## config.mk

```make
export PLATFORM = sky130hd
export DESIGN_NAME = exhaustive_open_tour_manhattan_unit
export DESIGN_NICKNAME = d
export VERILOG_FILES = /design/src/design/eotm_pkg.sv /design/src/design/eotm_dpath.sv /design/src/design/eotm_ctrl.sv /design/src/design/exhaustive_open_tour_manhattan_unit.sv
export VERILOG_INCLUDE_DIRS = /design/src /design/src/design
export SDC_FILE = /design/constraint.sdc
export NUM_CORES = 1
export LEC_CHECK = 0
export BUFFER_PORTS_ARGS = -buffer_cell sky130_fd_sc_hd__buf_2
export CAP_MARGIN = 20
export CORE_ASPECT_RATIO = 0.75
export CORE_MARGIN = 2
export CORE_UTILIZATION = 45
export CTS_BUF_LIST = sky130_fd_sc_hd__clkbuf_2
export CTS_CLUSTER_DIAMETER = 80
export DETAILED_ROUTE_END_ITERATION = 12
export GPL_ROUTABILITY_DRIVEN = 0
export PLACE_DENSITY = 0.57
export SYNTH_ARGS = -nofsm -noshare
export SYNTH_HDL_FRONTEND = slang
export SYNTH_SLANG_ARGS = --single-unit
```

## constraint.sdc

```tcl
create_clock -name clock -period 6.6 [get_ports clock]
set_input_delay 0.33 -clock clock [delete_from_list [all_inputs] [get_ports clock]]
set_output_delay 0.33 -clock clock [all_outputs]
set_load 0.05 [all_outputs]
```

## src/design/exhaustive_open_tour_manhattan_unit_defines.svh

```systemverilog
// Assertion shorthands for the asserting file of the tour unit.
`ifndef EXHAUSTIVE_OPEN_TOUR_MANHATTAN_UNIT_DEFINES_SVH
`define EXHAUSTIVE_OPEN_TOUR_MANHATTAN_UNIT_DEFINES_SVH

// Same-cycle implication, disabled while reset is high.
`define EOTM_ASSERT_IMPL(lbl, clk, rst, ante, cons, msg) \
   lbl: assert property (@(posedge clk) disable iff (rst) (ante) |-> (cons)) \
      else $error(msg);

// Next-cycle implication, disabled while reset is high.
`define EOTM_ASSERT_NEXT(lbl, clk, rst, ante, cons, msg) \
   lbl: assert property (@(posedge clk) disable iff (rst) (ante) |=> (cons)) \
      else $error(msg);

`endif

```

## src/design/eotm_pkg.sv

```systemverilog
package eotm_pkg;

   localparam int DEFAULT_MAX_POINTS = 8;

   localparam int COORD_W    = 8;
   localparam int RANK_W     = 3;
   localparam int INDEX_W    = 3;
   localparam int LEN_W      = 16;
   localparam int REQ_DATA_W = 16;
   localparam int RSP_DATA_W = 40;
   localparam int RSP_PAD_W  = RSP_DATA_W - (RANK_W + INDEX_W + 2 * COORD_W + LEN_W);
   localparam int RSP_USER_W = 2;

   // Commands from the controller to the datapath.
   typedef struct packed {
      logic load_we;
      logic init;
      logic sum_issue;
      logic sum_first;
      logic compare;
      logic pivot;
      logic swap;
      logic reverse;
      logic rd_best;
      logic out_load;
      logic out_last;
      logic out_empty;
      logic out_overflow;
   } cmd_type;

   // Status from the datapath to the controller.
   typedef struct packed {
      logic has_pivot;
      logic out_free;
   } status_type;

endpackage

```

## src/design/eotm_dpath.sv

```systemverilog
module eotm_dpath #(
   parameter int MAX_POINTS = eotm_pkg::DEFAULT_MAX_POINTS
) (
   input  logic                                clock,
   input  logic                                reset,
   input  eotm_pkg::cmd_type                   cmd,
   output eotm_pkg::status_type                status,
   input  logic [$clog2(MAX_POINTS)-1:0]       load_addr,
   input  logic [$clog2(MAX_POINTS)-1:0]       npts,
   input  logic [$clog2(MAX_POINTS)-1:0]       step,
   input  logic [eotm_pkg::REQ_DATA_W-1:0]     req_tdata,
   input  logic                                rsp_tready,
   output logic                                rsp_tvalid,
   output logic [eotm_pkg::RSP_DATA_W-1:0]     rsp_tdata,
   output logic [eotm_pkg::RSP_USER_W-1:0]     rsp_tuser,
   output logic                                rsp_tlast
);

   localparam int IDX_W   = $clog2(MAX_POINTS);
   localparam int ORD     = MAX_POINTS - 1;
   localparam int OIDX_W  = $clog2(ORD);
   localparam int COORD_W = eotm_pkg::COORD_W;
   localparam int LEN_W   = eotm_pkg::LEN_W;
   localparam int RANK_W  = eotm_pkg::RANK_W;
   localparam int INDEX_W = eotm_pkg::INDEX_W;

   // Point store, one write port and one registered read port.
   logic [COORD_W-1:0] row_mem [MAX_POINTS];
   logic [COORD_W-1:0] col_mem [MAX_POINTS];
   logic [COORD_W-1:0] rd_row_ff, rd_col_ff;
   logic [IDX_W-1:0]   rd_addr;

   logic [IDX_W-1:0]   order_ff [ORD];
   logic [IDX_W-1:0]   order_in [ORD];
   logic [IDX_W-1:0]   best_ord_ff [ORD];
   logic [IDX_W-1:0]   path_idx, best_idx;

   logic               has_piv;
   logic [OIDX_W-1:0]  piv_pos, piv_pos_ff;
   logic [IDX_W-1:0]   piv_val, piv_val_ff;
   logic [OIDX_W-1:0]  j_pos;
   logic [IDX_W-1:0]   j_val;

   logic               pend_ff, pend_first_ff;
   logic [COORD_W-1:0] prev_row_ff, prev_col_ff;
   logic [COORD_W-1:0] dr, dc;
   logic [COORD_W:0]   leg;
   logic [LEN_W:0]     sum_wide;
   logic [LEN_W-1:0]   sum_ff, sum_next, best_len_ff;
   logic               have_ff, take;

   logic                                rsp_valid_ff;
   logic [eotm_pkg::RSP_DATA_W-1:0]     rsp_data_ff, rsp_data_in;
   logic [eotm_pkg::RSP_USER_W-1:0]     rsp_user_ff;
   logic                                rsp_last_ff;
   logic [IDX_W-1:0]                    out_idx;
   logic [LEN_W-1:0]                    out_len;

   // Step zero of a path is the start point; step s reads lane s-1 of the order.
   always_comb begin
      path_idx = '0;
      best_idx = '0;
      for (int k = 0; k < ORD; k++) begin
         if (int'(step) == k + 1) path_idx = order_ff[k];
         if (int'(step) == k) best_idx = best_ord_ff[k];
      end
      rd_addr = cmd.rd_best ? best_idx : path_idx;
   end

   always_ff @(posedge clock) begin
      if (cmd.load_we) begin
         row_mem[load_addr] <= req_tdata[COORD_W-1:0];
         col_mem[load_addr] <= req_tdata[2*COORD_W-1:COORD_W];
      end
      rd_row_ff <= row_mem[rd_addr];
      rd_col_ff <= col_mem[rd_addr];
   end

   // Next-permutation pivot: the rightmost ascent among the active lanes.
   always_comb begin
      has_piv = 1'b0;
      piv_pos = '0;
      piv_val = '0;
      for (int k = 1; k < ORD; k++) begin
         if (k < int'(npts) && order_ff[k-1] < order_ff[k]) begin
            has_piv = 1'b1;
            piv_pos = OIDX_W'(k);
         end
      end
      for (int k = 0; k < ORD; k++) begin
         if (k + 1 == int'(piv_pos)) piv_val = order_ff[k];
      end
   end

   // Rightmost lane holding a value above the pivot value.
   always_comb begin
      j_pos = '0;
      j_val = '0;
      for (int k = 0; k < ORD; k++) begin
         if (k < int'(npts) && order_ff[k] > piv_val_ff) begin
            j_pos = OIDX_W'(k);
            j_val = order_ff[k];
         end
      end
   end

   always_comb begin
      int src;
      src = 0;
      order_in = order_ff;
      if (cmd.init) begin
         for (int k = 0; k < ORD; k++) order_in[k] = IDX_W'(k + 1);
      end else if (cmd.swap) begin
         for (int k = 0; k < ORD; k++) begin
            if (k == int'(j_pos)) begin
               order_in[k] = piv_val_ff;
            end else if (k + 1 == int'(piv_pos_ff)) begin
               order_in[k] = j_val;
            end
         end
      end else if (cmd.reverse) begin
         // The suffix after the pivot is turned around by one combinational pass.
         for (int k = 0; k < ORD; k++) begin
            if (k >= int'(piv_pos_ff) && k < int'(npts)) begin
               src = int'(npts) - 1 + int'(piv_pos_ff) - k;
               for (int m = 0; m < ORD; m++) begin
                  if (m == src) order_in[k] = order_ff[m];
               end
            end
         end
      end
   end

   always_ff @(posedge clock) begin
      order_ff <= order_in;
      if (cmd.pivot) begin
         piv_pos_ff <= piv_pos;
         piv_val_ff <= piv_val;
      end
   end

   // Path length: the read issued in one cycle is folded in during the next.
   always_comb begin
      dr       = (rd_row_ff > prev_row_ff) ? rd_row_ff - prev_row_ff : prev_row_ff - rd_row_ff;
      dc       = (rd_col_ff > prev_col_ff) ? rd_col_ff - prev_col_ff : prev_col_ff - rd_col_ff;
      leg      = {1'b0, dr} + {1'b0, dc};
      sum_wide = {1'b0, sum_ff} + (LEN_W + 1)'(leg);
      sum_next = sum_wide[LEN_W] ? '1 : sum_wide[LEN_W-1:0];
      take     = !have_ff || (sum_ff < best_len_ff);
   end

   always_ff @(posedge clock) begin
      if (reset) begin
         pend_ff <= 1'b0;
         have_ff <= 1'b0;
      end else begin
         pend_ff <= cmd.sum_issue;
         if (cmd.init) begin
            have_ff <= 1'b0;
         end else if (cmd.compare) begin
            have_ff <= 1'b1;
         end
      end
   end

   always_ff @(posedge clock) begin
      pend_first_ff <= cmd.sum_first;
      if (pend_ff) begin
         prev_row_ff <= rd_row_ff;
         prev_col_ff <= rd_col_ff;
         sum_ff      <= pend_first_ff ? '0 : sum_next;
      end
      if (cmd.compare && take) begin
         best_len_ff <= sum_ff;
         best_ord_ff <= order_ff;
      end
   end

   // Result register.
   always_comb begin
      out_idx     = cmd.out_empty ? '0 : best_idx;
      out_len     = cmd.out_empty ? '0 : best_len_ff;
      rsp_data_in = {{eotm_pkg::RSP_PAD_W{1'b0}}, out_len, rd_col_ff, rd_row_ff,
                     INDEX_W'(out_idx), RANK_W'(step)};
   end

   always_ff @(posedge clock) begin
      if (reset) begin
         rsp_valid_ff <= 1'b0;
      end else if (cmd.out_load) begin
         rsp_valid_ff <= 1'b1;
      end else if (rsp_tready) begin
         rsp_valid_ff <= 1'b0;
      end
   end

   always_ff @(posedge clock) begin
      if (cmd.out_load) begin
         rsp_data_ff <= rsp_data_in;
         rsp_user_ff <= {cmd.out_empty, cmd.out_overflow};
         rsp_last_ff <= cmd.out_last;
      end
   end

   assign status.has_pivot = has_piv;
   assign status.out_free  = !rsp_valid_ff || rsp_tready;

   assign rsp_tvalid = rsp_valid_ff;
   assign rsp_tdata  = rsp_data_ff;
   assign rsp_tuser  = rsp_user_ff;
   assign rsp_tlast  = rsp_last_ff;

endmodule

```

## src/design/eotm_ctrl.sv

```systemverilog
module eotm_ctrl #(
   parameter int MAX_POINTS = eotm_pkg::DEFAULT_MAX_POINTS
) (
   input  logic                          clock,
   input  logic                          reset,
   input  logic                          req_tvalid,
   output logic                          req_tready,
   input  logic                          req_tlast,
   input  eotm_pkg::status_type          status,
   output eotm_pkg::cmd_type             cmd,
   output logic [$clog2(MAX_POINTS)-1:0] load_addr,
   output logic [$clog2(MAX_POINTS)-1:0] npts,
   output logic [$clog2(MAX_POINTS)-1:0] step
);

   localparam int IDX_W = $clog2(MAX_POINTS);
   localparam int CNT_W = $clog2(MAX_POINTS + 1);

   typedef enum logic [9:0] {
      S_LOAD   = 10'b00_0000_0001,
      S_INIT   = 10'b00_0000_0010,
      S_SUM    = 10'b00_0000_0100,
      S_SUMEND = 10'b00_0000_1000,
      S_CMP    = 10'b00_0001_0000,
      S_PIVOT  = 10'b00_0010_0000,
      S_SWAP   = 10'b00_0100_0000,
      S_REV    = 10'b00_1000_0000,
      S_EREAD  = 10'b01_0000_0000,
      S_EOUT   = 10'b10_0000_0000
   } state_type;

   state_type        state_ff, state_in;
   logic [CNT_W-1:0] count_ff, count_in;
   logic             drop_ff, drop_in;
   logic             empty_ff, empty_in;
   logic [IDX_W-1:0] npts_ff, npts_in;
   logic [IDX_W-1:0] step_ff, step_in;
   logic [IDX_W-1:0] n_c;
   logic             last_c;

   always_comb begin
      state_in = state_ff;
      count_in = count_ff;
      drop_in  = drop_ff;
      empty_in = empty_ff;
      npts_in  = npts_ff;
      step_in  = step_ff;
      n_c      = '0;
      last_c   = 1'b0;
      cmd      = '0;
      unique case (state_ff)
         S_LOAD: begin
            if (req_tvalid) begin
               if (count_ff < CNT_W'(MAX_POINTS)) begin
                  cmd.load_we = 1'b1;
                  count_in    = count_ff + 1'b1;
                  n_c         = IDX_W'(count_ff);
               end else begin
                  drop_in = 1'b1;
                  n_c     = IDX_W'(MAX_POINTS - 1);
               end
               if (req_tlast) begin
                  npts_in = n_c;
                  step_in = '0;
                  if (n_c == '0) begin
                     empty_in = 1'b1;
                     state_in = S_EREAD;
                  end else begin
                     state_in = S_INIT;
                  end
               end
            end
         end
         S_INIT: begin
            cmd.init = 1'b1;
            step_in  = '0;
            state_in = S_SUM;
         end
         S_SUM: begin
            cmd.sum_issue = 1'b1;
            cmd.sum_first = (step_ff == '0);
            if (step_ff == npts_ff) begin
               state_in = S_SUMEND;
            end else begin
               step_in = step_ff + 1'b1;
            end
         end
         S_SUMEND: begin
            state_in = S_CMP;
         end
         S_CMP: begin
            cmd.compare = 1'b1;
            state_in    = S_PIVOT;
         end
         S_PIVOT: begin
            cmd.pivot = 1'b1;
            if (status.has_pivot) begin
               state_in = S_SWAP;
            end else begin
               step_in  = '0;
               state_in = S_EREAD;
            end
         end
         S_SWAP: begin
            cmd.swap = 1'b1;
            state_in = S_REV;
         end
         S_REV: begin
            cmd.reverse = 1'b1;
            step_in     = '0;
            state_in    = S_SUM;
         end
         S_EREAD: begin
            cmd.rd_best = !empty_ff;
            state_in    = S_EOUT;
         end
         S_EOUT: begin
            last_c           = empty_ff || (step_ff == npts_ff - 1'b1);
            cmd.rd_best      = !empty_ff;
            cmd.out_empty    = empty_ff;
            cmd.out_overflow = drop_ff;
            cmd.out_last     = last_c;
            if (status.out_free) begin
               cmd.out_load = 1'b1;
               if (last_c) begin
                  count_in = '0;
                  drop_in  = 1'b0;
                  empty_in = 1'b0;
                  state_in = S_LOAD;
               end else begin
                  step_in  = step_ff + 1'b1;
                  state_in = S_EREAD;
               end
            end
         end
         default: begin
            state_in = S_LOAD;
         end
      endcase
   end

   always_ff @(posedge clock) begin
      if (reset) begin
         state_ff <= S_LOAD;
         count_ff <= '0;
         drop_ff  <= 1'b0;
         empty_ff <= 1'b0;
         npts_ff  <= '0;
         step_ff  <= '0;
      end else begin
         state_ff <= state_in;
         count_ff <= count_in;
         drop_ff  <= drop_in;
         empty_ff <= empty_in;
         npts_ff  <= npts_in;
         step_ff  <= step_in;
      end
   end

   assign req_tready = (state_ff == S_LOAD);
   assign load_addr  = count_ff[IDX_W-1:0];
   assign npts       = npts_ff;
   assign step       = step_ff;

endmodule

```

## src/design/exhaustive_open_tour_manhattan_unit.sv

```systemverilog
// Finds the shortest open path over a small set of grid points by trying every
// visiting order. Points arrive one per transfer, one per cycle; the first is the
// fixed start and the transfer with tlast closes the set. Up to MAX_POINTS points
// are kept, later ones are dropped and reported through the overflow flag. While
// the search runs the input is not ready. Orders are walked in lexicographic
// order with a step-by-step next-permutation unit, and each path is summed one
// leg per cycle through the single read port of the point store. The result is
// then sent as one transfer per point visited after the start, each through a
// read state and an output state that waits for the result register to be free;
// a set holding only the start gives one transfer with the empty flag.
`include "exhaustive_open_tour_manhattan_unit_defines.svh"

module exhaustive_open_tour_manhattan_unit #(
   parameter int MAX_POINTS = eotm_pkg::DEFAULT_MAX_POINTS
) (
   input  logic                            clock,
   input  logic                            reset,
   input  logic                            req_tvalid,
   output logic                            req_tready,
   // point_row[7:0], point_col[15:8]
   input  logic [eotm_pkg::REQ_DATA_W-1:0] req_tdata,
   input  logic                            req_tlast,
   output logic                            rsp_tvalid,
   input  logic                            rsp_tready,
   // visit_rank[2:0], visit_index[5:3], visit_row[13:6], visit_col[21:14],
   // tour_length[37:22], zero[39:38]
   output logic [eotm_pkg::RSP_DATA_W-1:0] rsp_tdata,
   // overflow_flag[0], empty_flag[1]
   output logic [eotm_pkg::RSP_USER_W-1:0] rsp_tuser,
   output logic                            rsp_tlast
);

   localparam int IDX_W = $clog2(MAX_POINTS);

   eotm_pkg::cmd_type    cmd;
   eotm_pkg::status_type status;
   logic [IDX_W-1:0]     load_addr;
   logic [IDX_W-1:0]     npts;
   logic [IDX_W-1:0]     step;

   eotm_ctrl #(
      .MAX_POINTS (MAX_POINTS)
   ) u_ctrl (
      .clock      (clock),
      .reset      (reset),
      .req_tvalid (req_tvalid),
      .req_tready (req_tready),
      .req_tlast  (req_tlast),
      .status     (status),
      .cmd        (cmd),
      .load_addr  (load_addr),
      .npts       (npts),
      .step       (step)
   );

   eotm_dpath #(
      .MAX_POINTS (MAX_POINTS)
   ) u_dpath (
      .clock      (clock),
      .reset      (reset),
      .cmd        (cmd),
      .status     (status),
      .load_addr  (load_addr),
      .npts       (npts),
      .step       (step),
      .req_tdata  (req_tdata),
      .rsp_tready (rsp_tready),
      .rsp_tvalid (rsp_tvalid),
      .rsp_tdata  (rsp_tdata),
      .rsp_tuser  (rsp_tuser),
      .rsp_tlast  (rsp_tlast)
   );

   // A result is only written into the output register once it is free.
   `EOTM_ASSERT_IMPL(a_no_overwrite, clock, reset, cmd.out_load, status.out_free, "result overwritten")
   // The transfer that closes a set stops input, whether the search or the empty result follows.
   `EOTM_ASSERT_NEXT(a_search_stalls_input, clock, reset, req_tvalid && req_tready && req_tlast, !req_tready, "input open after last point")
   // Results are never produced while points are being loaded.
   `EOTM_ASSERT_IMPL(a_emit_not_loading, clock, reset, cmd.out_load, !req_tready, "result during load")

endmodule
```

## Word-level counts from Yosys, hierarchy flattened

Memory sizes are Yosys's and may differ from the RTL's. A register that Yosys moved wholly into a read port is not among the register bits.
Index checks and enable logic that the tools add are counted.

- Output and inout bits: 45
- Memories: 2
- RAM bits: 128
- Input bits: 21
- Register bits after elaboration: 163

Memories:

| name | words | bits a word | read ports | clocked after memory_dff | wr ports | line | source |
|---|---|---|---|---|---|---|---|
| u_dpath.col_mem | 8 | 8 | 1 | 1 | 1 | eotm_dpath.sv:29 | `logic [COORD_W-1:0] col_mem [MAX_POINTS];` |
| u_dpath.row_mem | 8 | 8 | 1 | 1 | 1 | eotm_dpath.sv:28 | `logic [COORD_W-1:0] row_mem [MAX_POINTS];` |

- Equal/unequal tests: 105
- Muxes and demuxes: 169
- Order comparisons: 31
- Add/subtract/negate cells: 17
- Reduce and logical (&&, ||, !) cells: 71

Operators by type and width:

| kind | count |
|---|---|
| $eq 4x32->1 const A | 21 |
| $eq 3x32->1 const A | 14 |
| $mux 3 | 113 |
| $eq 2x32->1 const A | 7 |
| $logic_not 32->1 | 6 |
| $sub 32x4->32 const B | 3 |
| $pmux 10 s9 | 1 |
| $sub 32x3->32 const B | 2 |
| $reduce_bool 7->1 | 7 |
| $mux 21 | 2 |
| $mux 10 | 4 |
| $reduce_and 5->1 | 8 |
| $eq 3x3->1 const A | 12 |
| $add 32x4->32 | 1 |
| $sub 32x2->32 const B | 1 |
| $sub 8x8->8 | 4 |
| $mux 1 | 29 |
| $mux 9 | 3 |
| $gt 3x3->1 | 7 |
| $logic_and 1x1->1 | 21 |
| $ne 3x1->1 const B | 7 |
| $mux 4 | 5 |
| $reduce_bool 2->1 | 10 |
| $eq 2x3->1 const A | 6 |
| other kinds (53) | 99 |

## Depth between registers and ports, before layout

Gate-level depths: netlist of run 1.

- Depth in word-level cells: 16
- Gate-level depth with buffers: 22
- Depth with buffers taken out: 22

## Cells and area by module

Synthesis of run 1 repeated with hierarchy kept, for this count alone.

- Cells, all modules: 1,537
- Area, all modules: 17,456.7 µm²

By module, submodules not included:

| module | cells an instance | area an instance (µm²) | instances | sequential area each (µm²) |
|---|---|---|---|---|
| eotm_dpath | 1,371 | 16,060.4 | 1 | 8,147.8 |
| eotm_ctrl | 166 | 1,396.3 | 1 | 440.4 |

## Worst setup path before layout of run 1

Ideal clock, no wire load.

- Kind: register -> register
- Start: reg u_dpath.prev_col_ff[0]
- End: reg u_dpath.sum_ff[2], data pin
- Required time: 6.330 ns
- Stages on the path, launching flop included: 21
- Arrival time: 4.708 ns
- Slack: 1.622 ns
- Path through: edfxtp_1 -> ha_1 -> inv_1 -> fa_1 -> a21o_1 -> a21oi_1 -> o221a_2 -> nor2_1 -> mux2_2 -> a221o_1 -> mux2_2 -> a211o_1 -> fa_1 -> inv_1 -> ha_1 -> nand2_1 -> nor2_1 -> a21oi_1 -> nand2b_1 -> clkbuf_1 -> a21oi_1

- Cells in the longest elaborated chain, start to end: 5
- Elaborated cells on any way between the ends: 7

RTL lines:

| item | line | source |
|---|---|---|
| from (decl) | eotm_dpath.sv:45 | `logic [COORD_W-1:0] prev_row_ff, prev_col_ff;` |
| from (signal assigned) | eotm_dpath.sv:170 | `prev_col_ff <= rd_col_ff;` |
| $sub 8x8->8 or $gt 8x8->1 (tied branches) | eotm_dpath.sv:145 | `dc = (rd_col_ff > prev_col_ff) ? rd_col_ff - prev_col_ff : prev_col_ff - rd_col_ff;` |
| $mux 8 * | eotm_dpath.sv:145 |  |
| $add 8x8->9 * | eotm_dpath.sv:146 | `leg = {1'b0, dr} + {1'b0, dc};` |
| $add 16x9->17 * | eotm_dpath.sv:147 | `sum_wide = {1'b0, sum_ff} + (LEN_W + 1)'(leg);` |
| $mux 16 * | eotm_dpath.sv:148 | `sum_next = sum_wide[LEN_W] ? '1 : sum_wide[LEN_W-1:0];` |
| to (signal assigned) | eotm_dpath.sv:171 | `sum_ff <= pend_first_ff ? '0 : sum_next;` |
| to (decl) | eotm_dpath.sv:49 | `logic [LEN_W-1:0] sum_ff, sum_next, best_len_ff;` |

Every way passes the cells marked *; elsewhere a longest branch is shown, timed or not.
A chain may end at the register's enable or synchronous reset.

## Final worst setup path of run 1

- Start: reg u_dpath.rd_col_ff[0] (read register of u_dpath.col_mem)
- End: reg u_dpath.sum_ff[7], data pin

- Cells in the longest elaborated chain, start to end: 5
- Elaborated cells on any way between the ends: 7

RTL lines:

| item | line | source |
|---|---|---|
| from (decl) | eotm_dpath.sv:30 | `logic [COORD_W-1:0] rd_row_ff, rd_col_ff;` |
| $sub 8x8->8 or $gt 8x8->1 (tied branches) | eotm_dpath.sv:145 |  |
| $mux 8 * | eotm_dpath.sv:145 |  |
| $add 8x8->9 * | eotm_dpath.sv:146 |  |
| $add 16x9->17 * | eotm_dpath.sv:147 |  |
| $mux 16 * | eotm_dpath.sv:148 |  |

Marks and branches as above.

==> results.yml, run 1 <==
status:
  outcome: "finished, final reports clean"
cts:
  cts_buffer_depth: 3
  clock-sinks: 307
  path_clk_slew_ns: 0.11
  cts_buffers: 74
  htreeDepth: 3
  cts-resized-gates: 0
  cts_tree: "built"
  clock_latency_ns: 0.94
  cts_setup_buffers: 0
  ctsRootBufferMaster: "clkbuf_2"
finish:
  final_nets: 2108
  synthToLayoutAreaGrowth_pct: 10.37
  drive_gt1_frac: 0.1379
  instances_no_fill: 2586
  final_common_cell: "edfxtp_1"
  final_cell_mix: "244 x edfxtp_1, 133 x inv_1, 114 x nand2_1"
synthesis:
  yosysUniqueCellTypes: 90
  synth_seq_cells: 307
  synth_edf_count: 244
  syn_inst: 1862
  yosysWarnings: 0
  synth-seq-area-share: 0.4547
  synth.avg_cell_area_um2: 10.14
  synthArstFlopShare: 0
  syn_area_mm2: 0.01889
  synth-main-ff-cell: "edfxtp_1"
timing:
  rsz0062_at_grt: "false"
  setup-tns-final_ns: 0
  hold_viol: 0
  min_period_over_period: 0.8459
  max_clock_freq_ghz: 0.1791
  relSlewSlack: 0.3570
  finClkSkew_ns: 0.08805
  fin_crit_ns: 5.583
  hold_ws_ns: 0.1908
  worst_slew_pin_slew_ns: 0.9544
  final_max_slew_viol_count: 0
  setup_viol: 0
worst_setup_path:
  slowest_delay_ns: 0.51
  critPathCaptureType: "register"
  start_kind: "register"
  critPathSlowestCell: "fa_1"
  critPathMaxFanout: 12
  cp_num_buf_inv: 3
  path_class: "register to register"
  r2r_cells: 20
  timing.rr.end: "u_dpath.sum_ff[7]"
  path_cells: "inv_1 > ha_1 > inv_1 > fa_1 > a21o_1 > a21oi_1 > o221a_2 > nor2_1 > mux2_2 > a221o_1 > mux2_2 > a211o_1 > fa_1 > inv_1 > ha_1 > nand2_1 > nor2_1 > a21oi_1 > nand2b_1 > a21oi_1"
  path_depth: 20
  path_delay_family: "compound AO/OA/AOI/OAI gates"
  cp-endpoint: "u_dpath.sum_ff[7]"
  r2r_slack_ns: 1.02
  worstSetupStartpoint: "u_dpath.rd_col_ff[0]"
  cp.arrival_ns: 6.18
  r2r-start: "u_dpath.rd_col_ff[0]"
  cp.required_ns: 7.20
floorplan:
  io_pins: 66
  die_y_um: 181.4
  placementRows: 64
  die_area_mm2: 0.04365
  core_mm2: 0.04108
  start_util: 0.4598
  die_x_um: 240.6
power:
  p_leak_nw: 7.873
  vdd_drop_max_mv: 0.3991
  power.total_w: 0.009108
  p_per_area_mw_per_mm2: 436.9
global_route:
  antenna_found_initial: 3
  grt_use_total: 0.2655
  grt_pass1_wl_mm: 88.45
  grt_start_max_net_pins: 49
  overflow: 0
  grt_pass1_vias: 14861
route:
  drt-pass1-iter-count: 10
  wl_per_cell_um: 22.53
  routed_wirelength_mm: 58.26
  vias_per_cell: 6.208
  drtAntennaViolNets: 0
  dr_total_vias: 16054
  drt_iter0_markers: 2108
  drcViolationCount: 0
place:
  hpwlAfterDp_mm: 40.80
  dp_cells: 2426
  portBuffers: 63
min_path:
  hp-start: "req_tdata[5]"
  hold_class: "primary input to register"
flow_run:
  drv_cap: 0
state kept, by name, summed over array words and instances, names as in the netlist, 4 cells and up:
register             count
u_dpath.col_mem         64
u_dpath.rd_row_ff        8
u_ctrl.state_ff         10
u_dpath.sum_ff          16
u_dpath.rd_col_ff        8
u_dpath.best_ord_ff     21
u_dpath.prev_row_ff      8
u_dpath.prev_col_ff      8
u_dpath.order_ff        21
u_dpath.row_mem         64
u_ctrl.count_ff          4
u_dpath.rsp_tdata       38
u_dpath.best_len_ff     16
worst min-delay path by stage:
stage                                  to  slack [ns]  cells past startpoint
floorplan              u_ctrl.state_ff[5]        0.40                      1
global placement    u_dpath.rsp_tdata[19]        0.47                      0
detailed placement  u_dpath.rsp_tdata[20]        0.48                      0
CTS                 u_dpath.col_mem[2][3]        0.06                      2
global route        u_dpath.col_mem[4][7]        0.09                      2
finish              u_dpath.row_mem[7][5]        0.19                      2
worst register-to-register path, cell delays in order (launching register included):
cell	delay, ns
dfxtp_1	0.41
inv_1	0.06
ha_1	0.18
inv_1	0.08
fa_1	0.19
a21o_1	0.12
a21oi_1	0.11
o221a_2	0.29
nor2_1	0.48
mux2_2	0.42
a221o_1	0.33
mux2_2	0.29
a211o_1	0.29
fa_1	0.51
inv_1	0.04
ha_1	0.34
nand2_1	0.08
nor2_1	0.05
a21oi_1	0.41
nand2b_1	0.47
a21oi_1	0.12
synth_stat cells (all sizes together) (20+ instances only):
| library cell | n | area, um2 |
|---|---|---|
| dfxtp | 63 | 1261 |
| xnor2 | 22 | 192.7 |
| clkbuf | 86 | 322.8 |
| buf | 21 | 108.9 |
| a31oi | 30 | 187.7 |
| nor2b | 22 | 137.6 |
| o21ai | 94 | 470.5 |
| edfxtp | 244 | 7327 |
| nand2 | 114 | 427.9 |
| nand3 | 78 | 390.4 |
| ha | 109 | 1364 |
| mux2i | 107 | 1071 |
| a211oi | 33 | 247.7 |
| inv | 133 | 499.2 |
| nor3 | 41 | 216.5 |
| a21o | 27 | 202.7 |
| nand4 | 26 | 162.7 |
| nand2b | 24 | 150.1 |
| a21oi | 111 | 555.5 |
| nor2 | 110 | 422.9 |
| and3 | 20 | 125.1 |
where the power goes:
part	internal (W)	switching [W]
logic	0.00187	0.00321
registers	0.00245	0.000237
clock network	0.000527	0.000804
per-layer routing:
metal	part of all wire	GRT usage	wire length [um]
met1	0.47	0.4235	27420
met5	0.00012	0	7
met3	0.13	0.08665	7805
met4	0.020	0.06360	1186
met2	0.37	0.3365	21840
repair_timing:
item,CTS,global route
hold endpoints to repair,172,0
endpoints found under the setup margin,0,0
hold buffers,22,0
per-stage QoR:
step                cell area, um2  utilization  setup slack, ns
finish                       20850       0.5075            1.017
global route                 20850       0.5074           0.6009
CTS                          20840       0.5072            1.080
detailed placement           19900       0.4845            1.121
global placement             19900       0.4843            1.245
floorplan                    18890            -            1.622
cell families (layout without fill, tap and decap cells):
logic type / count (synthesis) / after routing / synth area share
DFF: 307 / 307 / 0.4547
other: 1 / 4 / 0.0001985
and+or+nand+nor: 541 / 541 / 0.1505
xor gates and xnor gates: 35 / 35 / 0.01623
adders and majority gates: 123 / 123 / 0.08704
buffers and inverters: 245 / 405 / 0.05027
muxes: 114 / 114 / 0.06087
AOI/OAI and AO/OA: 496 / 496 / 0.1802
final cells by class:
| cell class | instances | area [um2] |
|---|---|---|
| fill | 3818 | 20230 |
| timing repair buffer | 132 | 885.9 |
| sequential | 307 | 8588 |
| inverter | 138 | 518.0 |
| clock inverter | 25 | 162.7 |
| antenna | 2 | 5.005 |
| multi-input combinational | 1311 | 9435 |
| clock buffer | 110 | 550.5 |
| tap | 561 | 701.9 |
Power figures use the tool's default switching activity.
==> run 2, diff against run 1 <==
- ABC_AREA: default -> 1
- PLACE_DENSITY: 0.57 -> 0.59
- clock period: 6.6 -> 4.7 ns (I/O delays scaled with it)
==> results.yml, run 2 <==
worst_setup_path:
  cp-endpoint: "u_dpath.sum_ff[15]"
  r2r_cells: 26
  cp.arrival_ns: 5.39
  r2r_slack_ns: 0.03
  worstSetupStartpoint: "u_dpath.prev_row_ff[0]"
  path_class: "register to register"
  timing.rr.end: "u_dpath.sum_ff[15]"
  cp.required_ns: 5.42
  critPathMaxFanout: 4
  start_kind: "register"
  critPathCaptureType: "register"
  r2r-start: "u_dpath.prev_row_ff[0]"
timing:
  relSlewSlack: 0.3344
  hold_viol: 0
  rsz0062_at_grt: "true"
  final_max_slew_viol_count: 0
  fin_crit_ns: 4.669
  finClkSkew_ns: 0.04629
  setup_viol: 0
  min_period_over_period: 0.9935
  max_clock_freq_ghz: 0.2142
  hold_ws_ns: 0.1002
  worst_slew_pin_slew_ns: 0.9960
place:
  placed_area_mm2: 0.02193
  hpwlAfterDp_mm: 47.86
  portBuffers: 63
  dp_cells: 3274
synthesis:
  synthArstFlopShare: 0
  synthTopCellsByArea: "edfxtp_1 36%, nand2_1 11%, inv_1 7.4%"
  yosysTopAreaCellShare: 0.3586
  synth_edf_count: 244
  synth-main-ff-cell: "edfxtp_1"
  syn_inst: 2590
  synth.avg_cell_area_um2: 7.889
  yosysMostFrequentCell: "nand2_1"
  synth-seq-area-share: 0.4203
  syn_area_mm2: 0.02043
  synth_seq_cells: 307
  yosys-top-cells-count: "581 x nand2_1, 403 x inv_1, 244 x edfxtp_1"
  synth_top_cell_by_area: "edfxtp_1"
  yosysWarnings: 0
  yosysUniqueCellTypes: 65
global_route:
  gr-usage-met3: 0.08509
  overflow: 0
  grt_start_max_net_pins: 129
  met2_usage: 0.3703
  grt_pass1_wl_mm: 101.0
  met1_usage: 0.4216
  grt_pass1_vias: 17416
  antenna_found_initial: 3
  grt.busiest_layer: "met1"
  grt_use_total: 0.2769
power:
  p_per_area_mw_per_mm2: 766.1
  vdd_drop_max_mv: 0.8512
  p_leak_nw: 10.89
flow_run:
  drv_cap: 0
finish:
  final_cell_mix: "569 x nand2_1, 398 x inv_1, 244 x edfxtp_1"
  instances_no_fill: 3468
  drive_gt1_frac: 0.1716
  synthToLayoutAreaGrowth_pct: 15.93
  final_cell_area_mm2: 0.02369
  final_nets: 2972
  final_common_cell: "nand2_1"
cts:
  ctsRootBufferMaster: "clkbuf_2"
  cts_buffer_depth: 3
  clock-sinks: 307
  cts_tree: "built"
  path_clk_slew_ns: 0.11
  clock_latency_ns: 0.99
  htreeDepth: 3
  cts_buffers: 74
floorplan:
  placementRows: 67
  io_pins: 66
  core_mm2: 0.04477
  start_util: 0.4565
  die_y_um: 188.5
  die_area_mm2: 0.04715
  die_x_um: 250.1
route:
  drcViolationCount: 0
  vias_per_cell: 5.521
  drt_iter0_markers: 2500
  drtAntennaViolNets: 0
  wl_per_cell_um: 19.12
  drt-pass1-iter-count: 7
  dr_total_vias: 19146
  routed_wirelength_mm: 66.31
status:
  outcome: "finished, final reports clean"
min_path:
  hold_class: "primary input to register"
## run 2: cell types whose count changed in the layout (fill, tap and decap cells not counted), moves of 23 or more
cell      delta
a211oi_1    -27
a21oi_1     +84
buf_4       +65
inv_1      +265
mux2i_1    -103
nand2_1    +455
nand2_2     +26
nand2b_1    -23
nand3_1     +83
nor2_1      +66
nor2_2      +29
o21ai_0     +79
## run 2: where the power goes
| group | internal (W) | switching (W) | leakage [nW] |
|---|---|---|---|
| combinational | 0.00459 | 0.00797 | 7.68 |
| clock | 0.000667 | 0.00111 | 0.501 |
| sequential | 0.00352 | 0.000295 | 2.71 |
| total | 0.00877 | 0.00938 | 10.9 |
## run 2: logic make-up (layout without fill, tap and decap cells)
family          Yosys count  count (layout)  synth area share
simple gates           1123            1123            0.2497
buf+inv                 498             786           0.09705
compound gates          496             496            0.1340
flops                   307             307            0.4203
fa+ha+maj               123             123           0.08046
xor+xnor                 38              38           0.01629
mux                       4               4          0.001960
other cells               1               5         0.0001835
## run 2: worst min path at each step
stage               cells after the start               from                     end  slack [ns]
finish                                  2       req_tdata[9]   u_dpath.col_mem[2][1]        0.10
global route                            2       req_tdata[9]   u_dpath.col_mem[7][1]      -0.008
CTS                                     2       req_tdata[1]   u_dpath.row_mem[2][1]       0.003
detailed placement                      0  u_dpath.sum_ff[0]  u_dpath.best_len_ff[0]        0.45
global placement                        0  u_dpath.sum_ff[0]  u_dpath.best_len_ff[0]        0.45
floorplan                               0       req_tdata[8]   u_dpath.col_mem[0][0]        0.33
## run 2: layout make-up
class                           instances  area, um2
Fill cell                            4327      21080
Multi-Input combinational cell       1786      10370
Sequential cell                       307       8589
Timing Repair Buffer                  222       1665
Inverter                              437       1654
Tap cell                              586      733.2
Clock buffer                          104      520.5
Clock inverter                         23      146.4
Antenna cell                            3      7.507
## run 2: critical path: stages (launching register included)
cell	delay, ns
edfxtp_1	0.41
ha_4	0.15
inv_2	0.04
fa_2	0.40
nand3_2	0.08
nand2_2	0.06
nand2_2	0.07
o311ai_2	0.09
nand2_1	0.14
buf_6	0.13
buf_6	0.10
mux2i_1	0.21
xor2_1	0.27
fa_1	0.46
buf_4	0.15
fa_2	0.36
o21ai_2	0.14
a21oi_1	0.08
o21bai_1	0.17
a21o_1	0.15
a21oi_2	0.07
nor2_1	0.12
nand2_1	0.10
nor2_2	0.16
nand2_1	0.08
xor2_1	0.15
a21oi_1	0.08
## run 2: repair_timing
item,in CTS,in global routing
resized for setup,3,127
pin swaps,0,39
endpoints found under the setup margin,9,37
buffers inserted,0,27
hold endpoints to repair,281,0
hold buffers,37,0
## run 2: routing by layer
| metal | vias up | part of all wire |
|---|---|---|
| li1 | 9153 | - |
| met1 | 8743 | 0.45 |
| met2 | 1077 | 0.39 |
| met3 | 173 | 0.13 |
| met4 | 0 | 0.028 |
| met5 | - | 0 |
## run 2: per-stage QoR
step,setup TNS (ns),power [W],utilization,setup slack [ns]
after floorplan,0,0.01113,-,0.1212
after global placement,0,0.01417,0.4898,0.02220
final,0,0.01815,0.5292,0.03072
after CTS,-0.04801,0.01621,0.5132,-0.02602
after detailed placement,-0.8697,0.01433,0.4898,-0.1173
after global routing,-1.945,0.01946,0.5292,-0.1985
